## config.mk

```make
export PLATFORM = sky130hd
export DESIGN_NAME = scpc_ram
export DESIGN_NICKNAME = d
export VERILOG_FILES = /design/src/scpc_ram.sv
export SDC_FILE = /design/constraint.sdc
export NUM_CORES = 1
export LEC_CHECK = 0
export BUFFER_PORTS_ARGS = -buffer_cell sky130_fd_sc_hd__buf_4
export CORE_MARGIN = 1.5
export CORE_UTILIZATION = 60
export CTS_CLUSTER_DIAMETER = 200
export DETAILED_ROUTE_END_ITERATION = 8
export HOLD_SLACK_MARGIN = 0.08
export PLACE_DENSITY = 0.82
export SYNTH_ARGS = -nofsm -noshare
export SYNTH_HDL_FRONTEND = slang
export SYNTH_SLANG_ARGS = --single-unit
```

## constraint.sdc

```tcl
create_clock -name clk -period 5.4 [get_ports clk]
set_input_delay 1.08 -clock clk [delete_from_list [all_inputs] [get_ports clk]]
set_output_delay 1.08 -clock clk [all_outputs]
set_load 0.01 [all_outputs]
```

## src/scpc_ram.sv

```systemverilog
// Generic simple dual-port RAM with one write port and a registered read port.
`default_nettype none

module scpc_ram #(
	parameter int WIDTH = 16,
	parameter int DEPTH = 32,
	localparam int AW = (DEPTH > 1) ? $clog2(DEPTH) : 1
) (
	input  wire logic             clk,
	input  wire logic             wr_en,
	input  wire logic [AW-1:0]    wr_addr,
	input  wire logic [WIDTH-1:0] wr_data,
	input  wire logic             rd_en,
	input  wire logic [AW-1:0]    rd_addr,
	output logic      [WIDTH-1:0] rd_data
);

	logic [WIDTH-1:0] mem [DEPTH];

	// Write and read; read data holds while no read is issued.
	always_ff @(posedge clk) begin
		if (wr_en) begin
			mem[wr_addr] <= wr_data;
		end
		if (rd_en) begin
			rd_data <= mem[rd_addr];
		end
	end

endmodule

`default_nettype wire

```

; Word-level counts from Yosys, hierarchy flattened
; Memory sizes are Yosys's and may differ from the RTL's. A register that Yosys moved wholly into a read port is not among the register bits.
; Cells that the tools add are included.
[op_classes]
muxes = 2
[op_table]
columns = op, n
row1 = $mux 1, 2
[word_totals]
n_memories = 1
register_bits = 0
ram_bits = 512
word_cells = 3
out_inout_bits = 16
[memory_table]
columns = name, words, width, read_ports, rd_ports_with_merged_regs, write_ports, line_no
row1 = mem, 32, 16, 1, 1, 1, 18  ; logic [WIDTH-1:0] mem [DEPTH];

; Logic depth before layout (Yosys ltp)
[logic_depth]
depth_word = 2
mapped_depth = 8
mapped_depth_nobuf = 5

; Least setup slack after synthesis
; No wires, ideal clock.
[synth_path]
path_type = input to register
startpoint = input port wr_addr[1]
endpoint = memory mem[12][0], enable pin
arrival_time_ns = 2.432
cell_stages = 3
setup_slack_ns = 2.580
t_required_ns = 5.012
cell_sequence = or3b_2 -> clkbuf_1 -> nor2_1
[synth_lines]
columns = element, line_no
row1 = start: declaration, 11  ; input wire logic [AW-1:0] wr_addr,
row2 = end: declaration, 18
; No word-level cell before the write port.

==> flow_metrics.tcl <==
set metrics [dict create \
    n_fill_cell 2104 \
    grt_pass1_vias 10921 \
    die_height_um 189 \
    status "finished clean" \
    gp_congestion 0.808 \
    drt_first_pass_iters 5 \
    vias 10894 \
    worstPathCellList "buf_8, buf_4, mux2i_1, a22oi_1, a31oi_1, nand3_1" \
    final_common_cell "edfxtp_1" \
    syn_area_mm2 0.0207 \
    min_path_type "flip-flop to flip-flop" \
    syn_nets 1172 \
    syn_to_final_growth_pct 10.7 \
    fin_setup_tns_ns 0 \
    rows 67 \
    grt_max_degree 104 \
    layout_common_cells "edfxtp_1 (528), mux2i_1 (256), buf_4 (84), a22oi_1 (64), clkbuf_16 (49)" \
    cts_post_setup_buffers_inserted 0 \
    power_density_mw_per_mm2 361 \
    drive_above_1_share 0.126 \
    critPathCaptureType "flip-flop" \
    critPathKind "input port to flip-flop" \
    multi_input_area_mm2 0.00432 \
    drtIter0Drc 1287 \
    post-route-period-util 0.610 \
    clock-root-buffer "clkbuf_16" \
    grt_overflow 0 \
    cts_tree "yes" \
    place_ws_ns 1.57 \
    post_cts_resized 0 \
    startpoint_type "input port" \
    clock.fmax_mhz 304 \
    yosysSeqAreaShare 0.766 \
    ir_drop_mv 0.312 \
    final_max_slew_viol_count 0 \
    die_area_mm2 0.0356 \
    antenna_found_initial 1 \
    worst_pin_slew_ns 1.05 \
    avgSynthCellArea_um2 18.1 \
    cts.sinks 528 \
    grt_usage 0.256 \
    die_w_um 189 \
    clock_latency_ns 0.56 \
    avgViaCountPerCell 6.41 \
    relSlewSlack 0.297 \
    cts_buffers 49 \
    netlist_instances 1143 \
    ys_types 25 \
    clk_pin_slew_ns 0.06 \
    fin_crit_ns 3.29 \
    cts_hold_buf 0 \
    cts_htree_levels 2 \
    rsz0062_at_grt "false" \
    fin_skew_ns 0.0125 \
    critPathArrivalTime_ns 3.57 \
    nNetsFinal 1243 \
    post_drt_wl_per_cell_um 26.5 \
    path_max_fanout 103 \
    antenna_left 0 \
    register_area_mm2 0.0159 \
    portBuffers 44 \
    cts_buffer_depth 3 \
    drv_cap 0 \
    coreArea_mm2 0.0338 \
    layout_setup_ws_ns 2.11 \
    ys_ff_latch 528 \
    setup_viol 0 \
    p_leak_uw 0.00800 \
    io_pins 45 \
    start_util 0.613 \
    place_hpwl_um 25700 \
    ys_warn_count 0 \
    routed_wl_um 45000 \
    max_stage_delay_ns 0.74 \
    drc 0 \
    hold_viol_final 0 \
    critPathSlowestCell "buf_8" \
    n_antenna_cell 0 \
    grt_pass1_wl_um 66900 \
    required_ns 5.67 \
]
## cell usage after synthesis
master / count / area (um2)
a22o_1: 32 / 280
buf_8: 6 / 90.1
edfxtp_1: 528 / 15900
nand3_1: 34 / 170
buf_6: 6 / 67.6
nand3b_1: 5 / 37.5
or3_1: 1 / 6.26
buf_4: 19 / 143
or3b_2: 3 / 26.3
nor3_1: 16 / 80.1
a22oi_1: 64 / 480
nor2_1: 33 / 124
nand2b_1: 2 / 12.5
clkbuf_1: 12 / 45.0
buf_2: 19 / 95.1
buf_12: 5 / 100
nand2_1: 33 / 124
or2_1: 1 / 6.26
mux2i_1: 256 / 2560
and2_1: 1 / 6.26
nand4_1: 16 / 100
a31oi_1: 16 / 100
nor2_4: 1 / 11.3
a21oi_1: 32 / 160
nor2b_1: 2 / 12.5
## worst max-delay path, delay by kind of cell
family,cells,cell delay (ns)
buffers and inverters,2,1.30
AO/OA/AOI/OAI,2,0.69
multiplexers,1,0.26
AND/OR/NAND/NOR,1,0.15
## per-layer routing
metal	track usage	vias up	wire length, um
met4	0.103	0	1500
met2	0.413	617	22100
li1	-	4720	-
met1	0.352	5454	17300
met3	0.0421	103	4140
met5	0	-	0
## report_power, final
part / internal (uW) / total (uW) / switching (uW) / leakage, uW
sequential: 4570 / 4590 / 18.4 / 0.00477
combinational: 148 / 444 / 296 / 0.00250
clock: 1810 / 3240 / 1420 / 0.000721
total: 6530 / 8270 / 1740 / 0.00800
## metrics by stage
stage / utilization / area [um2] / hold WS (ns) / total power (uW) / std cells
final: 0.678 / 22900 / 0.684 / 8270 / 1700
after floorplan: - / 20700 / 0.629 / 4940 / 1143
after detailed placement: 0.634 / 21400 / 0.678 / 5110 / 1611
after CTS: 0.678 / 22900 / 0.686 / 8290 / 1700
after global routing: 0.678 / 22900 / 0.764 / 8480 / 1700
after global placement: 0.634 / 21400 / 0.671 / 5100 / 1611
## sequential cells by signal, summed over array words and instances (netlist names)
register / cells
mem: 512
rd_data: 16
## logic make-up after synthesis
logic type      Yosys count  synth area share
mux                     256             0.124
simple gates            148            0.0346
compound gates          144            0.0493
buf+inv                  67            0.0261
flops                   528             0.766
## final cells by class
| type | instances | share of cell area |
|---|---|---|
| flip-flops and latches | 528 | 0.692 |
| repair buffers | 87 | 0.0299 |
| multi-input cells | 548 | 0.188 |
| clock inverters | 27 | 0.00923 |
| well taps | 448 | 0.0245 |
| clock buffers | 62 | 0.0557 |
## final timing paths
path / from / end / slack [ns] / cells past startpoint
worst min-delay path: mem[10][15] / rd_data[15] / 0.68 / 4
worst max register to register: mem[2][12] / rd_data[12] / 3.62 / 5
worst max-delay path: rd_addr[0] / rd_data[12] / 2.11 / 6
worst min register to register: mem[10][15] / rd_data[15] / 0.68 / 4
Note: power is estimated with default switching activity, not from simulation.
